==> src/rtl/core/dnsenc_pkg.sv <==
// Shared constants and types for the DNS name to wire-format encoder.
`default_nettype none

package dnsenc_pkg;

  // Default longest label that is kept, in bytes
  localparam int unsigned DEF_MAX_LABEL = 63;

  // Character codes
  localparam logic [7:0] CHAR_DOT     = 8'h2E;
  localparam logic [7:0] CHAR_UPPER_A = 8'h41;
  localparam logic [7:0] CHAR_UPPER_Z = 8'h5A;
  localparam logic [7:0] CASE_OFFSET  = 8'd32;

  // Data byte width and tuser width on the stream ports
  localparam int unsigned BYTE_W = 8;
  localparam int unsigned OUT_USER_W = 3;

  // Sequencer states
  typedef enum logic [1:0] {
    ST_IDLE,
    ST_LEN,
    ST_BYTES
  } enc_state_e;

  // Per-result flags carried in the output tuser
  typedef struct packed {
    logic label_overflow;
    logic name_done;
    logic is_length;
  } out_flags_t;

endpackage

`default_nettype wire

==> src/rtl/core/dnsenc_label_buf.sv <==
// Label byte buffer: one write port, one read port with registered data.
`default_nettype none

module dnsenc_label_buf
  import dnsenc_pkg::*;
#(
  parameter int unsigned DEPTH = DEF_MAX_LABEL,
  parameter int unsigned AW    = (DEPTH > 1) ? $clog2(DEPTH) : 1
) (
  input  wire logic              clk_i,
  input  wire logic              wr_en_i,
  input  wire logic [AW-1:0]     wr_addr_i,
  input  wire logic [BYTE_W-1:0] wr_data_i,
  input  wire logic [AW-1:0]     rd_addr_i,
  output logic      [BYTE_W-1:0] rd_data_o
);

  logic [BYTE_W-1:0] mem_q [DEPTH];

  // Write port
  always_ff @(posedge clk_i) begin
    if (wr_en_i) begin
      mem_q[wr_addr_i] <= wr_data_i;
    end
  end

  // Registered read port
  always_ff @(posedge clk_i) begin
    rd_data_o <= mem_q[rd_addr_i];
  end

endmodule

`default_nettype wire

==> src/rtl/core/dns_name_to_wire_encoder_unit.sv <==
// Top level: collects characters of a dotted name and replays each label as length + bytes.
`default_nettype none

// Channel   Dir  tdata            tuser                                tlast
// s_axis    in   char_in[7:0]     -                                    final_char
// m_axis    out  out_byte[7:0]    is_length, name_done, label_overflow run_last
//
// A character is taken while the sequencer is idle. A '.' or the final
// character with a non-empty label starts a replay: the length byte, then
// each label byte read from the buffer in turn, each one held back by any
// output stall. No request is taken during a replay. Reset clears the label
// count and the output valid flag; the buffer contents are never cleared.

module dns_name_to_wire_encoder_unit
  import dnsenc_pkg::*;
#(
  parameter int unsigned MAX_LABEL = DEF_MAX_LABEL
) (
  input  wire logic                  clk_i,
  input  wire logic                  rst_ni,
  // input stream
  input  wire logic                  s_axis_tvalid,
  output logic                       s_axis_tready,
  input  wire logic [BYTE_W-1:0]     s_axis_tdata,   // [7:0] char_in
  input  wire logic                  s_axis_tlast,   // final_char
  // output stream
  output logic                       m_axis_tvalid,
  input  wire logic                  m_axis_tready,
  output logic      [BYTE_W-1:0]     m_axis_tdata,   // [7:0] out_byte
  output logic      [OUT_USER_W-1:0] m_axis_tuser,   // [0] is_length, [1] name_done,
                                                     // [2] label_overflow
  output logic                       m_axis_tlast    // run_last
);

  localparam int unsigned AW = (MAX_LABEL > 1) ? $clog2(MAX_LABEL) : 1;
  localparam int unsigned CW = $clog2(MAX_LABEL + 1);
  localparam logic [CW-1:0] MaxCnt = CW'(MAX_LABEL);

  enc_state_e state_q, state_d;

  logic [CW-1:0] count_q, count_d;
  logic          ovf_q, ovf_d;
  logic [CW-1:0] len_q, len_d;
  logic          len_ovf_q, len_ovf_d;
  logic          fin_q, fin_d;
  logic [AW-1:0] idx_q, idx_d;

  logic              out_valid_q, out_valid_d;
  logic [BYTE_W-1:0] out_byte_q, out_byte_d;
  out_flags_t        out_flags_q, out_flags_d;
  logic              out_last_q, out_last_d;

  logic              in_fire;
  logic [BYTE_W-1:0] char_fold;
  logic              is_dot;
  logic              do_store;
  logic              out_free;
  logic              last_byte;
  logic [CW-1:0]     cnt_after;
  logic [BYTE_W-1:0] rd_data;

  // Case folding and write decision for the incoming character
  always_comb begin
    char_fold = s_axis_tdata;
    if (s_axis_tdata >= CHAR_UPPER_A && s_axis_tdata <= CHAR_UPPER_Z) begin
      char_fold = s_axis_tdata + CASE_OFFSET;
    end
  end

  assign is_dot    = (char_fold == CHAR_DOT);
  assign in_fire   = s_axis_tvalid && s_axis_tready;
  assign do_store  = in_fire && !is_dot && (count_q < MaxCnt);
  assign cnt_after = do_store ? (count_q + CW'(1)) : count_q;
  assign out_free  = !out_valid_q || m_axis_tready;
  assign last_byte = ((CW'(idx_q) + CW'(1)) == len_q);

  dnsenc_label_buf #(
    .DEPTH(MAX_LABEL),
    .AW   (AW)
  ) u_buf (
    .clk_i    (clk_i),
    .wr_en_i  (do_store),
    .wr_addr_i(count_q[AW-1:0]),
    .wr_data_i(char_fold),
    .rd_addr_i(idx_d),
    .rd_data_o(rd_data)
  );

  // Sequencer: next state and output register loads
  always_comb begin
    state_d     = state_q;
    count_d     = count_q;
    ovf_d       = ovf_q;
    len_d       = len_q;
    len_ovf_d   = len_ovf_q;
    fin_d       = fin_q;
    idx_d       = idx_q;
    out_valid_d = out_valid_q && !m_axis_tready;
    out_byte_d  = out_byte_q;
    out_flags_d = out_flags_q;
    out_last_d  = out_last_q;
    s_axis_tready = 1'b0;

    unique case (state_q)
      ST_IDLE: begin
        s_axis_tready = 1'b1;
        idx_d = '0;
        if (in_fire) begin
          count_d = cnt_after;
          if (!is_dot && count_q >= MaxCnt) begin
            ovf_d = 1'b1;
          end
          if (is_dot || s_axis_tlast) begin
            // flush: latch the label and clear the collector
            len_d     = cnt_after;
            len_ovf_d = ovf_q || (!is_dot && count_q >= MaxCnt);
            fin_d     = s_axis_tlast;
            count_d   = '0;
            ovf_d     = 1'b0;
            if (cnt_after != '0) begin
              state_d = ST_LEN;
            end
          end
        end
      end

      ST_LEN: begin
        if (out_free) begin
          out_valid_d = 1'b1;
          out_byte_d  = BYTE_W'(len_q);
          out_flags_d = '{label_overflow: len_ovf_q, name_done: 1'b0, is_length: 1'b1};
          out_last_d  = 1'b0;
          state_d     = ST_BYTES;
        end
      end

      ST_BYTES: begin
        if (out_free) begin
          out_valid_d = 1'b1;
          out_byte_d  = rd_data;
          out_flags_d = '{label_overflow: len_ovf_q,
                          name_done:      last_byte && fin_q,
                          is_length:      1'b0};
          out_last_d  = last_byte;
          if (last_byte) begin
            idx_d   = '0;
            state_d = ST_IDLE;
          end else begin
            idx_d = idx_q + AW'(1);
          end
        end
      end

      default: begin
        state_d = ST_IDLE;
      end
    endcase
  end

  // Control registers
  always_ff @(posedge clk_i or negedge rst_ni) begin
    if (!rst_ni) begin
      state_q     <= ST_IDLE;
      count_q     <= '0;
      ovf_q       <= 1'b0;
      idx_q       <= '0;
      out_valid_q <= 1'b0;
    end else begin
      state_q     <= state_d;
      count_q     <= count_d;
      ovf_q       <= ovf_d;
      idx_q       <= idx_d;
      out_valid_q <= out_valid_d;
    end
  end

  // Payload registers
  always_ff @(posedge clk_i) begin
    len_q       <= len_d;
    len_ovf_q   <= len_ovf_d;
    fin_q       <= fin_d;
    out_byte_q  <= out_byte_d;
    out_flags_q <= out_flags_d;
    out_last_q  <= out_last_d;
  end

  assign m_axis_tvalid = out_valid_q;
  assign m_axis_tdata  = out_byte_q;
  assign m_axis_tuser  = out_flags_q;
  assign m_axis_tlast  = out_last_q;

endmodule

`default_nettype wire
==> config.mk <==
export PLATFORM = sky130hd
export DESIGN_NAME = dns_name_to_wire_encoder_unit
export DESIGN_NICKNAME = d
export VERILOG_FILES = /design/src/rtl/core/dnsenc_pkg.sv /design/src/rtl/core/dnsenc_label_buf.sv /design/src/rtl/core/dns_name_to_wire_encoder_unit.sv
export SDC_FILE = /design/constraint.sdc
export NUM_CORES = 1
export LEC_CHECK = 0
export BUFFER_PORTS_ARGS = -buffer_cell sky130_fd_sc_hd__clkbuf_2
export CORE_ASPECT_RATIO = 0.9
export CORE_MARGIN = 2
export CORE_UTILIZATION = 35
export DETAILED_ROUTE_END_ITERATION = 8
export PLACE_DENSITY = 0.58
export SYNTH_ARGS = -nofsm -noshare
export SYNTH_HDL_FRONTEND = slang
export SYNTH_SLANG_ARGS = --single-unit
export TNS_END_PERCENT = 20
==> constraint.sdc <==
create_clock -name clk_i -period 4.2 [get_ports clk_i]
set_clock_uncertainty 0.2 [all_clocks]
set_input_delay 0.84 -clock clk_i [delete_from_list [all_inputs] [get_ports clk_i]]
set_output_delay 0.84 -clock clk_i [all_outputs]
set_load 0.01 [all_outputs]
* After elaboration in Yosys (flattened, before gate mapping)
Memories as Yosys holds them, arrays and structs flattened. A register that Yosys moved wholly into a read port is not among the register bits.
Cells that the tools add are included.
** Operators by class
- $add $sub $neg :: 3
- Multiply operators :: 0
- Div/mod/pow operators :: 0
- Magnitude comparators :: 4
- Equality and inequality tests :: 10
- Shifts and indexed selects :: 0
- Mux-type cells :: 29
- Bitwise gates (word level) :: 0
- Reduce and logical (&&, ||, !) cells :: 23
** Operators with widths (count)
- $mux W6 :: 4
- $mux W8 :: 3
- $pmux W8 S2 :: 1
- $add A6 B1 Y6 const B :: 2
- $mux W2 :: 6
- $ne A2 B2 Y1 const B :: 6
- $pmux W6 S2 :: 1
- $mux W1 :: 9
- $reduce_and A3 Y1 :: 3
- $add A8 B6 Y8 const B :: 1
- $eq A8 B6 Y1 const B :: 1
- $ge A8 B7 Y1 const B :: 1
- $le A8 B7 Y1 const B :: 1
- $logic_and A1 B1 Y1 :: 7
- $eq A6 B6 Y1 :: 1
- $ge A6 B6 Y1 const B :: 1
- $lt A6 B6 Y1 const B :: 1
- $mux W3 :: 2
- $pmux W2 S3 :: 1
- $pmux W3 S2 :: 1
- $reduce_and A6 Y1 :: 1
- $reduce_bool A6 Y1 :: 1
- $reduce_bool A2 Y1 :: 2
- $logic_not A1 Y1 :: 3
- 7 further kinds :: 9
** Storage, ports and cells
- Bits in registers :: 36
- Latch bits :: 0
- Bits in writable memories :: 504
- ROM bits :: 0
- Output and inout bits :: 14
- Memories kept :: 1
** Memories
- u_buf.mem_q :: words 63, bits a word 8, read ports 1, clocked after memory_dff 1, wr ports 1, line dnsenc_label_buf.sv:18 : logic [BYTE_W-1:0] mem_q [DEPTH];

* Depth between registers and ports, before layout
Gate-level depths: netlist (run 1).
- Word-level depth :: 13
- Depth in mapped cells :: 16

* Hierarchy
A second synthesis (run 1) with hierarchy kept.
** Second synthesis, totals
- Cell total of the unflattened synthesis :: 1126
- Area, all modules :: 21834.7 um^2
** Modules (own cells, without submodules)
- dnsenc_label_buf :: instances 1, cells an instance 949, area an instance 19806.5 um^2, sequential area each 15294.7 um^2
- dns_name_to_wire_encoder_unit :: instances 1, cells an instance 177, area an instance 2028.2 um^2, sequential area each 1001.0 um^2

* Least setup slack after synthesis (run 1)
Ideal clock, no wire load.
- Path kind :: in2reg
- From :: input s_axis_tdata[0]
- To :: memory u_buf.mem_q[41][0] (enable)
- Data arrival time :: 4.296 ns
- Data required time :: 3.630 ns
- Path slack :: -0.666 ns
- Cell stages on the path :: 8
- Path buffers :: 1
- Cell sequence :: or4_1 -> o22ai_1 -> o41a_1 -> nor4_4 -> or2_1 -> or4b_2 -> clkbuf_1 -> nor2_1
** On the way
- Word-level cells in the longest chain between the ends :: 9
- Elaborated cells on any way between the ends :: 11
- Classes of those cells :: 1 x add/sub; 2 x order compare; 1 x eq/ne; 3 x mux; 4 x reduce/logical
** Ends and longest elaborated chain
- from (decl) :: line dns_name_to_wire_encoder_unit.sv:24 : input wire logic [BYTE_W-1:0] s_axis_tdata,
- $ge A8 B7 Y1 / $le A8 B7 Y1 (equally long branches) :: line dns_name_to_wire_encoder_unit.sv:65 : if (s_axis_tdata >= CHAR_UPPER_A && s_axis_tdata <= CHAR_UPPER_Z) begin
- $logic_and A1 B1 Y1 :: line dns_name_to_wire_encoder_unit.sv:65
- $mux W8 (*) :: line dns_name_to_wire_encoder_unit.sv:65
- named net char_fold[6] :: line dns_name_to_wire_encoder_unit.sv:54 : logic [BYTE_W-1:0] char_fold;
- $eq A8 B6 Y1 (*) :: line dns_name_to_wire_encoder_unit.sv:70 : assign is_dot = (char_fold == CHAR_DOT);
- $logic_not A1 Y1 (*) :: line dns_name_to_wire_encoder_unit.sv:72 : assign do_store = in_fire && !is_dot && (count_q < MaxCnt);
- $logic_and A1 B1 Y1 (*) (2 in a row) :: line dns_name_to_wire_encoder_unit.sv:72
- $mux W1 (*) :: line dnsenc_label_buf.sv:22 : if (wr_en_i) begin
- $mux W1 (not written as such) (*) :: line dnsenc_label_buf.sv:23 : mem_q[wr_addr_i] <= wr_data_i;
- to (decl) :: line dnsenc_label_buf.sv:18
The timed path passes the listed nets; every way through them passes the cells marked *.

* Final worst setup path (run 1)
- From :: register idx_q[0]
- To :: register u_buf.rd_data_o[6], read port of u_buf.mem_q
** On the way
- Word-level cells in the longest chain between the ends :: 5
** Ends and longest elaborated chain
- from (decl) :: line dns_name_to_wire_encoder_unit.sv:46 : logic [AW-1:0] idx_q, idx_d;
- from (signal assigned) :: line dns_name_to_wire_encoder_unit.sv:172 : idx_q <= idx_d;
- $add A6 B1 Y6 :: line dns_name_to_wire_encoder_unit.sv:75, dns_name_to_wire_encoder_unit.sv:149
- $eq A6 B6 Y1 :: line dns_name_to_wire_encoder_unit.sv:75 : assign last_byte = ((CW'(idx_q) + CW'(1)) == len_q);
- $mux W6 :: line dns_name_to_wire_encoder_unit.sv:145 : if (last_byte) begin
- $mux W6 :: line dns_name_to_wire_encoder_unit.sv:138 : if (out_free) begin
- $pmux W6 S2 (*) :: line dns_name_to_wire_encoder_unit.sv:104 : unique case (state_q)
- to (decl) :: line dnsenc_label_buf.sv:15 : output logic [BYTE_W-1:0] rd_data_o
Mark *: on every way between the ends. The rest lies on a longest branch, timed or not.
A chain may end at the register's enable or synchronous reset.

==> impl_metrics.toml, run 1 <==
[clocking]
worstSkewPairLatency_ns = 0.61
cts_tree = "done"
clk_path_buf_depth = 3
clock_tree.root_cell = "clkbuf_16"
post-cts-setup-buffers = 0
clkSlewWorstSetupHoldPaths_ns = 0.06
htree_num_levels = 2
cts_sinks = 548
numCtsBuffers = 56

[layout]
fin_nets = 2029
instances_no_fill = 2987
nFillCells = 6261
finalInstanceArea_um2 = 28600
drive_above_1_share_pct = 15.8
diodes = 0
syn_to_final_growth_pct = 16.8

[setup_path]
worst-path-stages = 14
cp.arrival_ns = 4.31
cp-start-kind = "flip-flop"
r2r_cells = 14
crit_path_max_incr_delay_ns = 0.47
worstPathRequired_ns = 4.47
crit_buf_inv = 3
path_delay_family = "simple AND/OR/NAND/NOR gates"
worstPathMaxFanout = 39
crit_slowest_cell = "dfrtp_4"
cp-end-kind = "flip-flop"
critical_path_class = "reg -> reg"
path_cells = "ha_2, nand3_1, xnor3_1, or3_4, o221a_4, nor2_8, inv_6, buf_12, mux2i_2, o22ai_1, nor4bb_2, buf_4, a21o_1, a211oi_1"

[power]
intPower_uw = 11100
vdd_ir_drop_max_mv = 0.407
p_sw_uw = 5160
design_power_total_uw = 16300
clkPwrFrac_pct = 33.8
swShare_pct = 31.7
power_leakage_uw = 0.00975
p_per_area_nw_per_um2 = 571
pwr-share-seq_pct = 38.7
p_comb_share_pct = 27.6

[place]
dp_slack_ns = -0.334
dp_cells = 2880
portBuffers = 26
gp_congestion = 0.880
dp_hpwl_um = 45900
place_area_um2 = 26400

[sta]
slew_headroom_pct = 39.9
setup_ws_ns = 0.166
min_period_ns = 4.03
finalCritPeriodShare_pct = 96.0
fmax_mhz = 248
slew_violations = 0
rsz0062_at_grt = "no"
tightest_slew_ns = 0.898
timing.hold.ws_ns = 0.236
setup_viol = 0
hold_viol = 0

[yosys]
syn_inst = 1938
yosysWarnings = 0
synthFlopType = "edfxtp_1"
synth_area_um2 = 24500
synthTopCellsByCount = "edfxtp_1 (524), nand2_1 (362), and3_1 (117)"
yosysMostFrequentCell = "edfxtp_1"
ys_seq_area_share_pct = 66.6
synth_area_leaders = "edfxtp_1 (64%), nand2_1 (5.6%), mux2i_1 (3.0%)"
synth-edff-count = 524
yosys.cell_types.count = 74
ys_ff_latch = 548
synth.largest_area_cell = "edfxtp_1"
synth_nets = 1958
yosys.area.top_type_share_pct = 64.4
syn_avg_cell_area_um2 = 12.6
synth-async-reset-ratio_pct = 2.92

[detailed_routing]
num_vias = 17100
wl_per_cell_um = 24.2
dr.pass1.iters = 7
wirelength_um = 72200
route.detailed.drc = 0
drt_iter0_markers = 2185
final_antenna_net_count = 0
viasPerCell = 5.74

[floorplanning]
row_count = 91
die_x_um = 283
start_util_pct = 35.5
core_area_um2 = 68900
io_pins = 27
die-height_um = 255
die_area_um2 = 72000

[grt]
use_met3_pct = 3.52
grt.met2_usage_pct = 30.5
grt-ovfl-total = 0
busiest_layer = "met2"
grt_pass1_wl_um = 108000
gr-usage-met1_pct = 29.2
grt.total_usage_pct = 20.0
antenna_found_initial = 4
grt_pass1_vias = 16800
grt_max_degree = 129

[job]
maxCapViolations = 0

[worst_hold_path]
hold_depth = 0
hold_path_class = "reg -> reg"

[outcome]
run_status = "finished clean"
cell families after synthesis:
| group | after synthesis | share of synthesized area [%] |
|---|---|---|
| muxes | 90 | 3.77 |
| DFF | 548 | 66.6 |
| adders and majority gates | 7 | 0.358 |
| AOI/OAI and AO/OA | 413 | 12.1 |
| buffers and inverters | 160 | 2.99 |
| xor gates and xnor gates | 13 | 0.609 |
| and+or+nand+nor | 707 | 13.6 |
what timing repair did:
| item | CTS | global route |
|---|---|---|
| endpoints found under the setup margin | 4 | 8 |
| gates cloned | 0 | 0 |
| hold buffers | 1 | 0 |
| hold endpoints to repair | 16 | 0 |
| resized for setup | 5 | 16 |
cells in the final DEF, fill, tap and decap left out, types with 7 or more instances in the layout:
cell | Yosys | layout
a31oi_1 | 79 | 79
nor4_2 | 0 | 9
a311oi_1 | 15 | 14
clkinv_2 | 0 | 11
clkbuf_2 | 0 | 26
buf_4 | 6 | 116
mux2i_1 | 74 | 71
nor3_1 | 10 | 9
nor2_1 | 79 | 78
o211ai_1 | 18 | 18
clkbuf_1 | 99 | 8
nand4_1 | 11 | 11
a221o_1 | 22 | 22
xnor2_1 | 7 | 7
a21oi_1 | 77 | 76
o21ai_0 | 38 | 36
mux2_2 | 15 | 15
nand3_1 | 58 | 58
bufinv_16 | 0 | 13
buf_12 | 0 | 18
and3_1 | 117 | 116
nand2_1 | 362 | 360
dfrtp_1 | 16 | 14
clkbuf_16 | 0 | 58
o22a_1 | 8 | 8
nor4_1 | 29 | 20
edfxtp_1 | 524 | 524
a311o_1 | 14 | 14
a221oi_1 | 57 | 57
a211oi_1 | 18 | 18
inv_1 | 9 | 8
o22ai_1 | 26 | 26
dfxtp_1 | 8 | 8
metal layers:
layer	vias to the layer above	share of wire [%]
met1	8561	44
li1	7655	-
met2	826	45
met3	107	8.6
met4	0	2.4
met5	-	0
flip-flops by register name (all words and copies together) (netlist names), 2 cells and up:
signal           count
u_buf.mem_q        504
m_axis_tdata         8
len_q                6
state_q              2
u_buf.rd_data_o      8
m_axis_tuser         3
count_q              6
idx_q                6
stage by stage:
step / utilization [%] / setup TNS [ns]
after global placement: 38.3 / -65.12
after CTS: 41.4 / 0
after detailed placement: 38.3 / -55.54
final: 41.5 / 0
after floorplan: - / 0
after global routing: 41.5 / 0
worst paths after layout:
path	start	end	slack, ns
max	idx_q[0]$_DFF_PN0_	u_buf.rd_data_o[6]$_DFF_P_	0.17
min	len_ovf_q$_DFFE_PP_	m_axis_tuser[2]$_DFFE_PP_	0.24
max reg2reg	idx_q[0]$_DFF_PN0_	u_buf.rd_data_o[6]$_DFF_P_	0.17
min reg2reg	len_ovf_q$_DFFE_PP_	m_axis_tuser[2]$_DFFE_PP_	0.24
max in group asynchronous	rst_ni	idx_q[0]$_DFF_PN0_	2.87
min in group asynchronous	rst_ni	m_axis_tvalid$_DFF_PN0_	0.53
power by group through the flow:
stage / Combinational [uW] / Clock (uW) / Sequential (uW)
finish: 4500 / 5500 / 6300
global route: 4850 / 5790 / 6320
CTS: 4430 / 5570 / 6300
detailed placement: 4410 / 0 / 6420
global placement: 4340 / 0 / 6410
floorplan: 2590 / 0 / 6400
final cells by class:
cell class | count | area [um^2] | share of cell area (%)
clock inverters | 36 | 523 | 1.83
well taps | 930 | 1160 | 4.08
multi-input cells | 1230 | 7590 | 26.6
repair buffers | 163 | 1390 | 4.88
flip-flops and latches | 548 | 16300 | 57.1
clock buffers | 70 | 1540 | 5.38
inverters | 10 | 42.5 | 0.149
No activity file was read; power rests on OpenSTA's default activity.
==> run 2: changes to the inputs <==
--- a/config.mk
+++ b/config.mk
@@ -10,7 +10,7 @@
 export CORE_MARGIN = 2
 export CORE_UTILIZATION = 35
 export DETAILED_ROUTE_END_ITERATION = 8
-export PLACE_DENSITY = 0.58
+export PLACE_DENSITY = 0.6
 export SYNTH_ARGS = -nofsm -noshare
 export SYNTH_HDL_FRONTEND = slang
 export SYNTH_SLANG_ARGS = --single-unit
==> constraint.sdc (replaced) <==
create_clock -name clk_i -period 3.6 [get_ports clk_i]
set_clock_uncertainty 0.2 [all_clocks]
set_input_delay 0.72 -clock clk_i [delete_from_list [all_inputs] [get_ports clk_i]]
set_output_delay 0.72 -clock clk_i [all_outputs]
set_load 0.01 [all_outputs]
==> run 2 against run 1 <==
The run now ends with setup timing left. Non-clock buffer count rose by 143. Clock power rose by 5.5%. Sequential share of layout area fell by 3.3 points. Count of clock-buffer cells in the layout fell by 3. Critical path type unchanged. Critical endpoint is now u_buf.rd_data_o[0]$_DFF_P_. Largest power group unchanged. Highest routed layer unchanged.
==> impl_metrics.toml, run 2 (synthesized netlist as in run 1, its figures left out) <==
[detailed_routing]
drt_iter0_markers = 2236
wirelength_um = 80100
num_vias = 18100
final_antenna_net_count = 0
viasPerCell = 5.79
route.detailed.drc = 0
wl_per_cell_um = 25.6
dr.pass1.iters = 6

[sta]
slew_violations = 0
timing.hold.ws_ns = 0.194
setup_ws_ns = -0.0190
finalCritPeriodShare_pct = 101
min_period_ns = 3.62
tightest_slew_ns = 0.922
slew_headroom_pct = 38.5
fmax_mhz = 276
setup_viol = 1
rsz0062_at_grt = "yes"
hold_viol = 0

[clocking]
htree_num_levels = 2
cts_sinks = 548
clock_tree.root_cell = "clkbuf_16"
cts_tree = "done"
worstSkewPairLatency_ns = 0.62
clkSlewWorstSetupHoldPaths_ns = 0.07
numCtsBuffers = 55
clk_path_buf_depth = 3

[floorplanning]
io_pins = 27
start_util_pct = 35.5
die-height_um = 255
core_area_um2 = 68900
die_area_um2 = 72000
die_x_um = 283
row_count = 91

[layout]
fin_nets = 2173
layout_commonest_cell = "edfxtp_1"
drive_above_1_share_pct = 24.2
top_register = "u_buf.mem_q"
finalInstanceArea_um2 = 30300
instances_no_fill = 3126
final_cell_mix = "edfxtp_1 (524), nand2_1 (360), buf_4 (230)"
syn_to_final_growth_pct = 23.9
largest_reg_flops = 504
diodes = 0

[power]
vdd_ir_drop_max_mv = 0.399
p_per_area_nw_per_um2 = 633
power_leakage_uw = 0.0106
design_power_total_uw = 19200

[grt]
antenna_found_initial = 4
grt_pass1_wl_um = 116000
grt_pass1_vias = 17500
grt-ovfl-total = 0
grt.total_usage_pct = 21.7
grt_max_degree = 133

[place]
gp_congestion = 0.899
dp_hpwl_um = 49100
place_area_um2 = 27600
dp_cells = 2999
portBuffers = 26

[setup_path]
critical_path_class = "reg -> reg"
worstPathMaxFanout = 8
worstPathRequired_ns = 3.89
cp-start-kind = "flip-flop"
cp-end-kind = "flip-flop"
cp.arrival_ns = 3.91
r2r_cells = 14

[job]
maxCapViolations = 0

[outcome]
run_status = "finished, violations left"
violations = "setup timing"

[worst_hold_path]
hold_path_class = "in -> reg"
hold_depth = 3
[run 2: cell count changes in the layout (fill, tap and decap cells not counted), sizes merged]
cell and delta:
bufinv -6, clkinv +4, clkinvlp -3, buf +140, inv +4
[run 2: per-stage QoR]
stage          TNS, ns  util, %  setup WS, ns
5_1_grt         -0.447     44.0       -0.0823
4_1_cts         -0.181     43.2       -0.0458
3_5_place_dp    -79.95     40.1        -0.290
2_1_floorplan    -4.89        -       -0.0878
3_3_place_gp    -81.52     40.1        -0.259
6_report       -0.0190     44.0       -0.0190
[run 2: path summary, 6_finish.rpt]
kind                                           from                         end  slack [ns]
worst min-delay path                  s_axis_tvalid           ovf_q$_DFFE_PN0P_        0.19
worst max register to register   idx_q[0]$_DFF_PN0_  u_buf.rd_data_o[0]$_DFF_P_       -0.02
max in group asynchronous                    rst_ni          idx_q[0]$_DFF_PN0_        2.33
worst max-delay path             idx_q[0]$_DFF_PN0_  u_buf.rd_data_o[0]$_DFF_P_       -0.02
worst min register to register  len_ovf_q$_DFFE_PP_   m_axis_tuser[2]$_DFFE_PP_        0.25
min in group asynchronous                    rst_ni          idx_q[2]$_DFF_PN0_        0.45
[run 2: final cells by class]
class / count / area (um^2)
Clock buffer: 67 / 1440
Clock inverter: 33 / 344
Fill cell: 6193 / 38600
Multi-Input combinational cell: 1230 / 8180
Sequential cell: 548 / 16300
Tap cell: 930 / 1160
Inverter: 10 / 50.0
Timing Repair Buffer: 306 / 2810
Timing Repair inverter: 2 / 17.5
[run 2: layer usage]
layer | wire (um) | vias to the layer above | track usage [%]
met3 | 8350 | 140 | 5.03
li1 | - | 7944 | -
met4 | 1980 | 0 | 5.73
met5 | 0 | - | 0
met1 | 34100 | 9121 | 31.3
met2 | 35600 | 899 | 33.1
[run 2: where the power goes]
| group | total (uW) | switching, uW | leakage (uW) | internal (uW) |
|---|---|---|---|---|
| Combinational | 6010 | 3730 | 0.00470 | 2280 |
| Clock | 5800 | 2460 | 0.000871 | 3340 |
| Sequential | 7370 | 118 | 0.00502 | 7260 |
| Total | 19200 | 6300 | 0.0106 | 12900 |
[run 2: worst max-delay path, cell delays in order (launching register included)]
cell and delay [ns]:
dfrtp_4 0.50, ha_4 0.29, xnor2_2 0.13, nand3_2 0.11, or3_4 0.44, buf_12 0.17, buf_12 0.15, buf_4 0.17
and3_1 0.18, a211oi_1 0.35, nand2_1 0.13, a31oi_2 0.22, nand4_1 0.22, o41ai_4 0.12, nor3_2 0.09
[run 2: timing repair]
item | 4_1_cts | 5_1_grt
buffers inserted | 6 | 14
gates cloned | 3 | 3
endpoints found under the hold margin | 16 | 0
pin swaps | 10 | 23
hold buffers | 1 | 0
setup endpoints to repair | 8 | 8
resized for setup | 51 | 62
==> run 3: changes to the inputs <==
--- a/config.mk
+++ b/config.mk
@@ -6,10 +6,11 @@
 export NUM_CORES = 1
 export LEC_CHECK = 0
 export BUFFER_PORTS_ARGS = -buffer_cell sky130_fd_sc_hd__clkbuf_2
-export CORE_ASPECT_RATIO = 0.9
+export CORE_ASPECT_RATIO = 1.5
 export CORE_MARGIN = 2
 export CORE_UTILIZATION = 35
 export DETAILED_ROUTE_END_ITERATION = 8
+export GPL_TIMING_DRIVEN = 0
 export PLACE_DENSITY = 0.6
 export SYNTH_ARGS = -nofsm -noshare
 export SYNTH_HDL_FRONTEND = slang
==> run 3 against run 2 <==
The run still ends with setup timing left. Sequential power is essentially flat. Non-clock buffer count fell by 48. Final area is 0.19% lower. Critical path depth decreased by 2. Largest power group unchanged. Highest routed layer is now met5.
==> impl_metrics.toml, run 3 (synthesized netlist as in run 1, its figures left out) <==
[detailed_routing]
drt_iter0_markers = 2369
viasPerCell = 6.05
num_vias = 18400
wl_met3_um = 6660
m1WireLength_um = 29100
final_antenna_net_count = 0
dr.pass1.iters = 6
top_layer_used = "met5"
route.detailed.drc = 0
route.met2.wl_um = 44500
wl_per_cell_um = 29.0
wirelength_um = 87900

[sta]
tightest_slew_ns = 1.32
timing.hold.ws_ns = 0.173
fmax_mhz = 257
finalCritPeriodShare_pct = 108
slew_violations = 0
rsz0062_at_grt = "yes"
setup_ws_ns = -0.293
min_period_ns = 3.89
setup_viol = 8
slew_headroom_pct = 12.0
hold_viol = 0

[setup_path]
worstPathRequired_ns = 3.87
path_delay_family = "compound AO/OA/AOI/OAI gates"
r2r_cells = 12
cp-start-kind = "flip-flop"
critical_path_class = "reg -> reg"
crit_buf_inv = 2
cp-end-kind = "flip-flop"
r2r_setup_slack_ns = -0.29
cp.arrival_ns = 4.16
worstPathMaxFanout = 8
r2r-end = "u_buf.rd_data_o[4]$_DFF_P_"
r2r_start = "idx_q[2]$_DFF_PN0_"
path_cells = "buf_4, nand3_4, or3_4, and3_4, buf_12, a221oi_2, a31oi_1, nor4_2, a311oi_4, a311o_2, o41ai_4, nor3_1"
crit_path_max_incr_delay_ns = 0.54
crit_slowest_cell = "o41ai_4"

[floorplanning]
core_area_um2 = 69100
die-height_um = 328
io_pins = 27
die_area_um2 = 72000
die_x_um = 220
start_util_pct = 35.4
row_count = 118

[layout]
nFillCells = 6310
drive_above_1_share_pct = 25.5
finalInstanceArea_um2 = 30200
instances_no_fill = 3036
seq_area_um2 = 16300
multi_input_area_um2 = 9050
syn_to_final_growth_pct = 23.7
fin_nets = 2119
largest_reg_flops = 504
layout_commonest_cell = "edfxtp_1"
top_register = "u_buf.mem_q"
final_cell_mix = "edfxtp_1 (524), nand2_1 (353), and3_1 (116)"
diodes = 0

[clocking]
htree_num_levels = 2
worstSkewPairLatency_ns = 0.60
numCtsBuffers = 49
clk_path_buf_depth = 3
clkSlewWorstSetupHoldPaths_ns = 0.07
cts_sinks = 548
clock_tree.root_cell = "clkbuf_16"
cts_tree = "done"

[grt]
grt-ovfl-total = 0
grt_max_degree = 57
grt_pass1_wl_um = 123000
antenna_found_initial = 1
grt_pass1_vias = 18000
grt.total_usage_pct = 23.6

[worst_hold_path]
hold_depth = 1
hp-start = "s_axis_tlast"
hold_path_class = "in -> reg"
holdPathEnd = "fin_q$_DFFE_PP_"

[place]
dp_hpwl_um = 58600
dp_slack_ns = -2.32
gp_congestion = 0.940
place_area_um2 = 26100
dp_cells = 2872
portBuffers = 26

[power]
design_power_total_uw = 19100
vdd_ir_drop_max_mv = 0.404
power_leakage_uw = 0.0101
p_per_area_nw_per_um2 = 630

[outcome]
run_status = "finished, violations left"
violations = "setup timing"

[job]
maxCapViolations = 0
==> run 3: how the worst max path moves through the flow <==
| stage | endpoint | slack [ns] | cells after the start | from |
|---|---|---|---|---|
| finish | u_buf.rd_data_o[4]$_DFF_P_ | -0.29 | 12 | idx_q[2]$_DFF_PN0_ |
| floorplan | u_buf.mem_q[47][0]$_DFFE_PP_ | -0.09 | 8 | s_axis_tdata[0] |
| CTS | u_buf.rd_data_o[2]$_DFF_P_ | -0.22 | 13 | idx_q[0]$_DFF_PN0_ |
| global route | u_buf.rd_data_o[4]$_DFF_P_ | -0.31 | 12 | idx_q[0]$_DFF_PN0_ |
| global placement | u_buf.mem_q[13][5]$_DFFE_PP_ | -4.52 | 4 | s_axis_tdata[2] |
| detailed placement | u_buf.rd_data_o[0]$_DFF_P_ | -2.32 | 11 | m_axis_tready |
==> run 3: power breakdown <==
group          total [uW]  internal, uW  switching (uW)
logic                6410          2010            4400
clock network        5320          2920            2400
registers            7340          7250            87.3
==> run 3: per-layer routing <==
metal | global-route usage, % | vias to the layer above
met4 | 16.8 | 2
li1 | - | 7837
met5 | 0 | -
met1 | 26.0 | 9135
met2 | 41.4 | 1099
met3 | 3.54 | 298
==> run 3: layout make-up <==
type	count	share of cell area [%]
Sequential cell	548	53.9
Multi-Input combinational cell	1232	29.9
Clock buffer	56	4.24
Timing Repair Buffer	111	3.80
Tap cell	900	3.72
Buffer	147	3.31
Clock inverter	32	0.989
Inverter	10	0.149
==> run 3: per-stage QoR <==
step                setup TNS [ns]  util [%]
floorplan                    -4.89         -
global placement          -1641.85      37.5
detailed placement         -896.46      37.8
CTS                          -1.45      42.4
global route                 -1.49      43.8
finish                       -1.49      43.8
==> run 3: repair_timing <==
item | in CTS | in global routing
cloned | 2 | 6
pin swaps | 35 | 49
hold endpoints to repair | 16 | 0
setup endpoints to repair | 528 | 339
setup buffers | 43 | 27
hold buffers | 1 | 0
resized for setup | 296 | 144
